`config.mk`:
```
export PLATFORM = sky130hd
export DESIGN_NAME = object_pool_allocator
export DESIGN_NICKNAME = d
export VERILOG_FILES = /design/src/rtl/opa_pkg.sv /design/src/rtl/opa_ram.sv /design/src/rtl/object_pool_allocator.sv
export SDC_FILE = /design/constraint.sdc
export NUM_CORES = 2
export LEC_CHECK = 0
export ABC_CLOCK_PERIOD_IN_PS = 8700
export BUFFER_PORTS_ARGS = -buffer_cell sky130_fd_sc_hd__buf_2
export CAP_MARGIN = 30
export CORE_ASPECT_RATIO = 0.5
export CORE_MARGIN = 3
export CORE_UTILIZATION = 55
export DETAILED_ROUTE_END_ITERATION = 10
export PLACE_DENSITY_LB_ADDON = 0.3
export SLEW_MARGIN = 20
export SYNTH_ARGS = -nofsm -noshare
export SYNTH_HDL_FRONTEND = slang
export SYNTH_SLANG_ARGS = --single-unit
export TNS_END_PERCENT = 1
```
`constraint.sdc`:
```
create_clock -name clock -period 8.7 [get_ports clock]
set_input_delay 1.305 -clock clock [delete_from_list [all_inputs] [get_ports clock]]
set_output_delay 1.305 -clock clock [all_outputs]
set_load 0.01 [all_outputs]
```
`src/rtl/opa_pkg.sv`:
```
// opa_pkg: shared types and codes for the object pool allocator
// request and response payload structs, request and status codes
// no dependencies
`default_nettype none

package opa_pkg;

   // handles are 8 bits wide, so at most this many can ever be issued
   localparam int HANDLE_SPACE = 256;

   typedef enum logic [1:0] {
      REQ_ALLOC = 2'd0,
      REQ_TRY   = 2'd1,
      REQ_FREE  = 2'd2
   } req_code_type;

   typedef enum logic [1:0] {
      STAT_OK            = 2'd0,
      STAT_POOL_FULL     = 2'd1,
      STAT_NONE_RELEASED = 2'd2,
      STAT_NOT_ALLOCATED = 2'd3
   } status_code_type;

   typedef struct packed {
      logic [1:0] req_type;
      logic [7:0] handle;
   } req_payload_type;

   typedef struct packed {
      logic [7:0] handle_out;
      logic [1:0] status;
   } rsp_payload_type;

endpackage

`default_nettype wire

```
`src/rtl/opa_ram.sv`:
```
// opa_ram: simple dual-port RAM, one write port and one read port
// read data is registered; no contents reset
// no dependencies
`default_nettype none

module opa_ram #(
   parameter int WIDTH = 8,
   parameter int DEPTH = 256
) (
   input  wire logic                     clock,
   input  wire logic                     wr_en,
   input  wire logic [$clog2(DEPTH)-1:0] wr_addr,
   input  wire logic [WIDTH-1:0]         wr_data,
   input  wire logic [$clog2(DEPTH)-1:0] rd_addr,
   output logic      [WIDTH-1:0]         rd_data
);

   logic [WIDTH-1:0] mem_ff [DEPTH];
   logic [WIDTH-1:0] rd_data_ff;

   always_ff @(posedge clock) begin
      if (wr_en) begin
         mem_ff[wr_addr] <= wr_data;
      end
      rd_data_ff <= mem_ff[rd_addr];
   end

   assign rd_data = rd_data_ff;

endmodule

`default_nettype wire

```
`src/rtl/object_pool_allocator.sv`:
```
// object_pool_allocator: handle pool with a fifo free list and an allocated bitmap
// depends on opa_pkg and opa_ram
//
// Each request is handled in steps: a read of the free-list RAM at the head
// pointer and of the allocated-bitmap RAM at the request's handle, then an update
// that decides, writes both RAMs back and loads the response register, and that
// waits for the registered read data of those two RAMs. req_ready is high whenever no
// request is in flight, so a new request is taken while the previous response
// still waits in the output register; a request in its update cycle holds there
// until that register is free. Handles run from 0 to min(CAPACITY, 256) - 1. The
// bitmap needs no clearing pass after reset: an entry counts as allocated only if
// its handle is below the fresh-handle counter, and every such entry was written
// when that handle was first issued.
`default_nettype none

module object_pool_allocator #(
   parameter int CAPACITY = 256
) (
   input  wire logic                    clock,
   input  wire logic                    reset,
   input  wire logic                    req_valid,
   output logic                         req_ready,
   input  wire opa_pkg::req_payload_type req_data,
   output logic                         rsp_valid,
   input  wire logic                    rsp_ready,
   output opa_pkg::rsp_payload_type     rsp_data
);

   import opa_pkg::*;

   localparam int HandleLimit = (CAPACITY < HANDLE_SPACE) ? CAPACITY : HANDLE_SPACE;
   localparam int IdxW        = $clog2(HandleLimit);
   localparam int CntW        = $clog2(HandleLimit + 1);
   localparam logic [CntW-1:0] LimitCnt = CntW'(HandleLimit);
   localparam logic [IdxW-1:0] LastIdx  = IdxW'(HandleLimit - 1);

   typedef enum logic [1:0] {
      S_IDLE = 2'b01,
      S_EXEC = 2'b10
   } state_type;

   function automatic logic [IdxW-1:0] ptr_next(input logic [IdxW-1:0] ptr);
      ptr_next = (ptr == LastIdx) ? '0 : ptr + 1'b1;
   endfunction

   state_type       state_ff, state_in;
   logic [1:0]      type_ff, type_in;
   logic [7:0]      handle_ff, handle_in;
   logic [IdxW-1:0] head_ff, head_in;
   logic [IdxW-1:0] tail_ff, tail_in;
   logic [CntW-1:0] count_ff, count_in;
   logic [CntW-1:0] fresh_ff, fresh_in;
   logic            rsp_valid_ff, rsp_valid_in;
   rsp_payload_type rsp_data_ff, rsp_data_in;

   logic            accept;
   logic            commit;
   logic            in_use;
   logic            do_pop, do_fresh, do_push, do_clear;
   status_code_type status_code;
   logic [7:0]      hout;

   logic [7:0]      fifo_rdata;
   logic            map_rdata;
   logic            map_we;
   logic [IdxW-1:0] map_waddr;
   logic [IdxW-1:0] map_raddr;
   logic            fifo_we;

   assign req_ready = (state_ff == S_IDLE);
   assign accept    = req_valid && req_ready;
   // update only when the response register can take the result
   assign commit    = (state_ff == S_EXEC) && (!rsp_valid_ff || rsp_ready);

   // keep the bitmap read address steady while a request waits to commit
   assign map_raddr = accept ? req_data.handle[IdxW-1:0] : handle_ff[IdxW-1:0];

   // entries at or above the fresh counter were never issued
   assign in_use = ({1'b0, handle_ff} < 9'(fresh_ff)) && map_rdata;

   always_comb begin
      do_pop      = 1'b0;
      do_fresh    = 1'b0;
      do_push     = 1'b0;
      do_clear    = 1'b0;
      status_code = STAT_OK;
      case (type_ff)
         REQ_ALLOC: begin
            if (count_ff != '0) begin
               do_pop = 1'b1;
            end else if (fresh_ff < LimitCnt) begin
               do_fresh = 1'b1;
            end else begin
               status_code = STAT_POOL_FULL;
            end
         end
         REQ_TRY: begin
            if (count_ff != '0) begin
               do_pop = 1'b1;
            end else begin
               status_code = STAT_NONE_RELEASED;
            end
         end
         REQ_FREE: begin
            if (!in_use) begin
               status_code = STAT_NOT_ALLOCATED;
            end else begin
               do_clear = 1'b1;
               do_push  = (count_ff != LimitCnt);
            end
         end
         default: begin
         end
      endcase
   end

   always_comb begin
      if (do_pop) begin
         hout = fifo_rdata;
      end else if (do_fresh) begin
         hout = 8'(fresh_ff);
      end else begin
         hout = '0;
      end
   end

   assign map_we  = commit && (do_pop || do_fresh || do_clear);
   assign fifo_we = commit && do_push;

   always_comb begin
      if (do_pop) begin
         map_waddr = fifo_rdata[IdxW-1:0];
      end else if (do_fresh) begin
         map_waddr = fresh_ff[IdxW-1:0];
      end else begin
         map_waddr = handle_ff[IdxW-1:0];
      end
   end

   opa_ram #(
      .WIDTH (8),
      .DEPTH (HandleLimit)
   ) u_free_list (
      .clock   (clock),
      .wr_en   (fifo_we),
      .wr_addr (tail_ff),
      .wr_data (handle_ff),
      .rd_addr (head_ff),
      .rd_data (fifo_rdata)
   );

   opa_ram #(
      .WIDTH (1),
      .DEPTH (HandleLimit)
   ) u_in_use_map (
      .clock   (clock),
      .wr_en   (map_we),
      .wr_addr (map_waddr),
      .wr_data (!do_clear),
      .rd_addr (map_raddr),
      .rd_data (map_rdata)
   );

   always_comb begin
      state_in     = state_ff;
      type_in      = type_ff;
      handle_in    = handle_ff;
      head_in      = head_ff;
      tail_in      = tail_ff;
      count_in     = count_ff;
      fresh_in     = fresh_ff;
      rsp_valid_in = rsp_valid_ff;
      rsp_data_in  = rsp_data_ff;

      if (rsp_valid_ff && rsp_ready) begin
         rsp_valid_in = 1'b0;
      end

      if (accept) begin
         type_in   = req_data.req_type;
         handle_in = req_data.handle;
         state_in  = S_EXEC;
      end

      if (commit) begin
         if (do_pop) begin
            head_in  = ptr_next(head_ff);
            count_in = count_ff - 1'b1;
         end
         if (do_push) begin
            tail_in  = ptr_next(tail_ff);
            count_in = count_ff + 1'b1;
         end
         if (do_fresh) begin
            fresh_in = fresh_ff + 1'b1;
         end
         rsp_valid_in           = 1'b1;
         rsp_data_in.handle_out = hout;
         rsp_data_in.status     = status_code;
         state_in               = S_IDLE;
      end
   end

   always_ff @(posedge clock) begin
      if (reset) begin
         state_ff     <= S_IDLE;
         head_ff      <= '0;
         tail_ff      <= '0;
         count_ff     <= '0;
         fresh_ff     <= '0;
         rsp_valid_ff <= 1'b0;
      end else begin
         state_ff     <= state_in;
         head_ff      <= head_in;
         tail_ff      <= tail_in;
         count_ff     <= count_in;
         fresh_ff     <= fresh_in;
         rsp_valid_ff <= rsp_valid_in;
      end
      type_ff     <= type_in;
      handle_ff   <= handle_in;
      rsp_data_ff <= rsp_data_in;
   end

   assign rsp_valid = rsp_valid_ff;
   assign rsp_data  = rsp_data_ff;

   a_count_bound: assert property (@(posedge clock) disable iff (reset)
      count_ff <= LimitCnt)
      else $error("free list count above handle limit");

   a_fresh_bound: assert property (@(posedge clock) disable iff (reset)
      fresh_ff <= LimitCnt)
      else $error("fresh counter above handle limit");

   a_accept_exec: assert property (@(posedge clock) disable iff (reset)
      accept |=> (state_ff == S_EXEC))
      else $error("accepted request did not enter update cycle");

   a_full_only_exhausted: assert property (@(posedge clock) disable iff (reset)
      (commit && status_code == STAT_POOL_FULL) |->
         (count_ff == '0 && fresh_ff == LimitCnt))
      else $error("pool_full reported while handles remain");

   a_commit_loads_rsp: assert property (@(posedge clock) disable iff (reset)
      commit |=> rsp_valid_ff && (state_ff == S_IDLE))
      else $error("committed request did not produce a response");

endmodule

`default_nettype wire

```
======== Word level (Yosys, flattened, before mapping) ========
Memories as Yosys holds them, arrays and structs flattened. A register that Yosys moved wholly into a read port is not among the register bits.
Cells that the tools add are included.
storage, ports and cells
  memories kept ........................... 2
  bits in registers ....................... 57
  memory bits (writable) .................. 2304
  bits of input ports ..................... 14
operators by class
  order comparisons ....................... 2
  equality and inequality tests ........... 7
  $add $sub $neg .......................... 5
  reduce and logical (&&, ||, !) cells .... 21
  muxes and demuxes ....................... 29
memory list
  memory               depth  bits a word  read ports  clocked after memory_dff  wr ports  RTL line       RTL
  u_free_list.mem_ff   256    8            1           1                         1         opa_ram.sv:18  logic [WIDTH-1:0] mem_ff [DEPTH];
  u_in_use_map.mem_ff  256    1            1           1                         1         opa_ram.sv:18
operators by type and width
  kind                   count
  $mux W8                7
  $add A9 B1 Y9 const B  2
  $mux W9                2
  $mux W1                17
  $add A8 B1 Y8 const B  2
  $eq A8 B8 Y1 const B   2
  $lt A8 B9 Y1           1
  $lt A9 B9 Y1 const B   1
  $ne A9 B9 Y1 const B   1
  $reduce_bool A9 Y1     1
  $sub A9 B1 Y9 const B  1
  $reduce_and A2 Y1      4
  $logic_and A1 B1 Y1    6
  $pmux W2 S3            1
  $eq A2 B1 Y1 const B   2
  $eq A2 B2 Y1 const B   2
  $mux W2                2
  $reduce_bool A2 Y1     2
  $reduce_or A2 Y1       2
  $logic_or A1 B1 Y1     3
  $logic_not A1 Y1       2
  $logic_not A2 Y1       1

======== Depth between registers and ports, before layout ========
  depth in word-level cells ............... 9
  gate-level depth with buffers ........... 19
  gate-level depth less buffers ........... 18

======== By module ========
From an unflattened synthesis, not the netlist that was laid out.
unflattened totals
  cells, all modules ...................... 4872
  area, all modules ....................... 93847.5 µm²
modules (own cells, without submodules)
  module                   cells each  instances  area each (µm²)
  opa_ram at u_free_list   3733        1          79556.3
  opa_ram at u_in_use_map  788         1          11128.2
  object_pool_allocator    351         1          3163.0

======== Worst setup path after synthesis ========
Ideal clock, no wire load.
  path type ............................... reg-to-reg
  from .................................... register handle_ff[1]
  to ...................................... memory u_in_use_map.mem_ff[0] (data pin)
  path slack .............................. 0.450 ns
  period minus slack after synthesis ...... 8.250 ns
  cell stages (with the launch flop) ...... 9
  setup time .............................. 0.777 ns
  arrival time ............................ 7.474 ns
  path buffers ............................ 1
  cell sequence ........................... dfxtp_1 -> ha_1 -> a21o_1 -> a21o_1 -> a21o_1 -> a21oi_1 -> o21a_1 -> buf_2 -> inv_1
on the way
  longest elaborated chain between the ends .. 5
RTL lines
  what                      RTL line                      RTL
  start, declared           object_pool_allocator.sv:48   logic [7:0] handle_ff, handle_in;
  start signal, assigned    object_pool_allocator.sv:221  handle_ff <= handle_in;
  $lt A8 B9 Y1              object_pool_allocator.sv:79   assign in_use = ({1'b0, handle_ff} < 9'(fresh_ff)) && map_rdata;
  $logic_and A1 B1 Y1       object_pool_allocator.sv:79
  $mux W1                   object_pool_allocator.sv:105  if (!in_use) begin
  $mux W1                   object_pool_allocator.sv:87   case (type_ff)
  $logic_not A1 Y1          object_pool_allocator.sv:159  .wr_data (!do_clear),
  via u_in_use_map.wr_data  opa_ram.sv:13                 input wire logic [WIDTH-1:0] wr_data,
  end, declared             opa_ram.sv:18
The timed path passes the listed nets, and every way through them passes these cells.

======== Final worst setup path ========
  from .................................... register handle_ff[1]
  to ...................................... memory u_free_list.mem_ff[204][3] (enable)
on the way
  longest elaborated chain between the ends .. 7
RTL lines
  what                           RTL line                      RTL
  $lt A8 B9 Y1                   object_pool_allocator.sv:79
  $logic_and A1 B1 Y1            object_pool_allocator.sv:79
  $mux W1                        object_pool_allocator.sv:105
  $mux W1                        object_pool_allocator.sv:87
  $logic_and A1 B1 Y1            object_pool_allocator.sv:128  assign fifo_we = commit && do_push;
  $mux W1                        opa_ram.sv:22                 if (wr_en) begin
  $mux W1 (implied by the code)  opa_ram.sv:23                 mem_ff[wr_addr] <= wr_data;
  end, declared                  opa_ram.sv:18
No other way between the ends.

==> results.py <==
metrics = {
    "timing": {
        "timing.fmax_mhz": 199.4,
        "tightest_slew_ns": 1.066,
        "tns_ns": 0,
        "setup_viol": 0,
        "fin_worst_skew_ns": 0.02896,
        "rsz0062_at_grt": "false",
        "period_minus_slack_ns": 5.016,
        "post-route-period-util": 0.5766,
        "slew_headroom": 0.2892,
        "slew_violations": 0,
        "hold_viol": 0,
    },
    "clocking": {
        "htree_num_levels": 4,
        "cts_buffers": 195,
        "clkTransAtPathRegs_ns": 0.06,
        "cts.sinks": 2370,
        "post_cts_buffers": 0,
        "cts_hold_buf": 0,
        "clockBufferDepth": 3,
        "clk_latency_ns": 0.84,
        "cts_tree": "built",
        "root_buffer": "clkbuf_16",
        "cts_resized": 0,
    },
    "yosys": {
        "yosysSeqAreaShare": 0.7580,
        "yosys_warnings": 0,
        "synth_seq_cells": 2370,
        "synth_top_area_share": 0.7464,
        "synthFlopType": "edfxtp_1",
        "synth_area_mm2": 0.09317,
        "avgSynthCellArea_um2": 20.46,
        "synth-edff-count": 2316,
        "syn_nets": 4589,
        "yosysTopAreaCell": "edfxtp_1",
        "synth_cell_types": 54,
        "syn_inst": 4554,
        "yosys-top-cells-area": "edfxtp_1 (75%), mux4_2 (17%), nor2_1 (2.3%)",
        "async_reset_ff_frac": 0,
    },
    "placed_design": {
        "hpwl_mm": 133.7,
        "io_buffers": 25,
        "gp_congestion": 0.8816,
        "numPlacedInstances": 6655,
    },
    "setup_path": {
        "slowest_delay_ns": 0.82,
        "r2r_slack_ns": 3.68,
        "crit_chain": "ha_1 > a21o_1 > a21o_1 > a21o_1 > a21oi_1 > o21a_1 > and2_2 > nand3_2 > buf_4 > nor2_1",
        "critPathCaptureType": "flip-flop",
        "path_common_cell": "a21o_1",
        "required_ns": 9.15,
        "cp_num_buf_inv": 1,
        "cp_max_fo": 58,
        "path_delay_family": "simple AND/OR/NAND/NOR gates",
        "r2r_cells": 10,
        "cp-start-kind": "flip-flop",
        "reg2reg_from": "handle_ff[1]$_DFF_P_",
        "criticalPathCategory": "flip-flop to flip-flop",
        "cp_slowest_cell": "dfxtp_4",
        "worstPathArrival_ns": 5.47,
        "r2r-end": "u_free_list.mem_ff[204][3]$_DFFE_PP_",
    },
    "hold_path": {
        "hp-start": "count_ff[3]$_SDFFE_PP0P_",
        "hp-class": "flip-flop to flip-flop",
        "min_to": "count_ff[3]$_SDFFE_PP0P_",
        "holdPathStages": 2,
    },
    "floorplanning": {
        "initial_core_util": 0.5558,
        "ios": 26,
        "num_rows": 106,
        "die_h_um": 297.0,
        "dieArea_mm2": 0.1747,
        "die_x_um": 588.1,
        "coreArea_mm2": 0.1676,
    },
    "route": {
        "routed-via-count": 46030,
        "routedWlPerCell_um": 31.62,
        "drt_iter0_drc": 6773,
        "vias_per_cell": 6.546,
        "routed_wl_mm": 222.3,
        "drt-pass1-iter-count": 5,
        "postRouteAntennaNets": 0,
        "route.detailed.drc": 0,
    },
    "pwr": {
        "vdd_drop_max_mv": 0.1909,
        "leakagePower_nw": 30.08,
        "cellPowerDensity_mw_per_mm2": 233.5,
    },
    "grt": {
        "antenna_found_initial": 14,
        "grt_overflow": 0,
        "grt_pass1_vias": 45640,
        "grt_max_degree": 170,
        "grt_usage": 0.2571,
        "grt_pass1_wl_mm": 326.8,
    },
    "finish": {
        "regArea_mm2": 0.07068,
        "multi_input_area_mm2": 0.02140,
        "finalNetCount": 4625,
        "drive_gt1_frac": 0.2395,
        "syn_to_final_growth_pct": 10.19,
        "stdcell_count": 7031,
        "nFillCells": 11310,
    },
    "run": {
        "maxCapViolCount": 0,
    },
    "run_status": {
        "outcome": "completed",
    },
}
==> tightest hold or removal path, cell delays in order (launching register included) <==
cell and delay, ns:
dfxtp_1 0.33, nand2_1 0.06, a21oi_1 0.05
==> state kept, by name (all words and copies together), names as in the netlist <==
register and flops:
u_free_list.rd_data 8, count_ff 9, fresh_ff 9, u_in_use_map.rd_data 1, rsp_valid 1, handle_ff 8
u_free_list.mem_ff 2048, head_ff 8, type_ff 2, u_in_use_map.mem_ff 256, state_ff 2, rsp_data 10
tail_ff 8
==> through the flow <==
step	setup slack [ns]	util	area (um2)	hold slack (ns)	total power, W
floorplan	0.4496	-	93170	0.4489	0.01443
global placement	2.718	0.5715	95810	0.4628	0.01503
detailed placement	3.454	0.5722	95930	0.4705	0.01508
CTS	3.718	0.6116	102500	0.4799	0.02404
global route	3.516	0.6124	102700	0.5016	0.02463
finish	3.684	0.6124	102700	0.4764	0.02397
==> logic make-up (layout without fill, tap and decap cells) <==
group                      after synthesis  in the layout  synth area share
adders and majority gates               21             21          0.002901
other                                    0              3                 0
DFF                                   2370           2370            0.7580
and+or+nand+nor                        977            977           0.04301
AOI/OAI and AO/OA                      140            140          0.009562
buffers and inverters                  297            503           0.01312
muxes                                  724            724            0.1710
xor gates and xnor gates                25             25          0.002350
==> placed cells by master, fill, tap and decap left out, types with 14 or more instances in the layout <==
master / instances
edfxtp_1: 2316
mux4_2: 694
nor2_1: 569
nand2_1: 223
clkbuf_16: 200
nand3_1: 91
buf_4: 63
clkinv_2: 46
a21oi_1: 41
dfxtp_1: 40
clkinv_1: 35
clkbuf_1: 35
bufinv_16: 29
buf_2: 27
mux2i_1: 26
a31oi_1: 25
o21ai_0: 22
inv_1: 20
ha_1: 20
nand4_1: 17
nor2b_1: 14
xnor2_1: 14
==> power breakdown <==
group	switching, W	internal (W)
registers	0.000201	0.0132
logic	0.00119	0.000258
clock network	0.00402	0.00511
total	0.00541	0.0186
==> routing by layer <==
layer | global-route usage | share of wire | up-vias
met1 | 0.3765 | 0.39 | 24190
li1 | - | - | 18630
met4 | 0.08435 | 0.033 | 4
met3 | 0.05616 | 0.11 | 353
met5 | 0 | 0.00012 | -
met2 | 0.3920 | 0.47 | 2850
==> worst max-delay path by stage <==
| stage | startpoint | end | cells after the start |
|---|---|---|---|
| floorplan | handle_ff[1]$_DFF_P_ | u_in_use_map.mem_ff[0]$_DFFE_PP_ | 8 |
| global placement | handle_ff[1]$_DFF_P_ | u_free_list.mem_ff[90][2]$_DFFE_PP_ | 10 |
| detailed placement | req_valid | u_in_use_map.rd_data$_DFF_P_ | 11 |
| CTS | handle_ff[1]$_DFF_P_ | u_free_list.mem_ff[204][1]$_DFFE_PP_ | 10 |
| global route | handle_ff[1]$_DFF_P_ | u_free_list.mem_ff[204][3]$_DFFE_PP_ | 10 |
| finish | handle_ff[1]$_DFF_P_ | u_free_list.mem_ff[204][3]$_DFFE_PP_ | 10 |
==> synthesized netlist by cell type (all sizes together) (10+ instances only) <==
library cell  count
xor2             11
mux2i            28
o21ai            24
and2             10
edfxtp         2316
xnor2            14
nor2b            14
nor3             14
nand4            17
a32oi            10
nand2           223
clkbuf          188
a31oi            25
nand3           102
buf              86
ha               20
a21oi            41
mux4            694
dfxtp            54
nor2            569
inv              22
==> final cells by class <==
class                      count  share of cell area
tap                         2268             0.02764
multi-input combinational   1887              0.2085
antenna                        3          0.00007312
inverter                      23           0.0009140
clock buffer                 238             0.05043
sequential                  2370              0.6884
timing repair buffer         113             0.01013
clock inverter               129             0.01392
(Power assumes the default switching activity.)
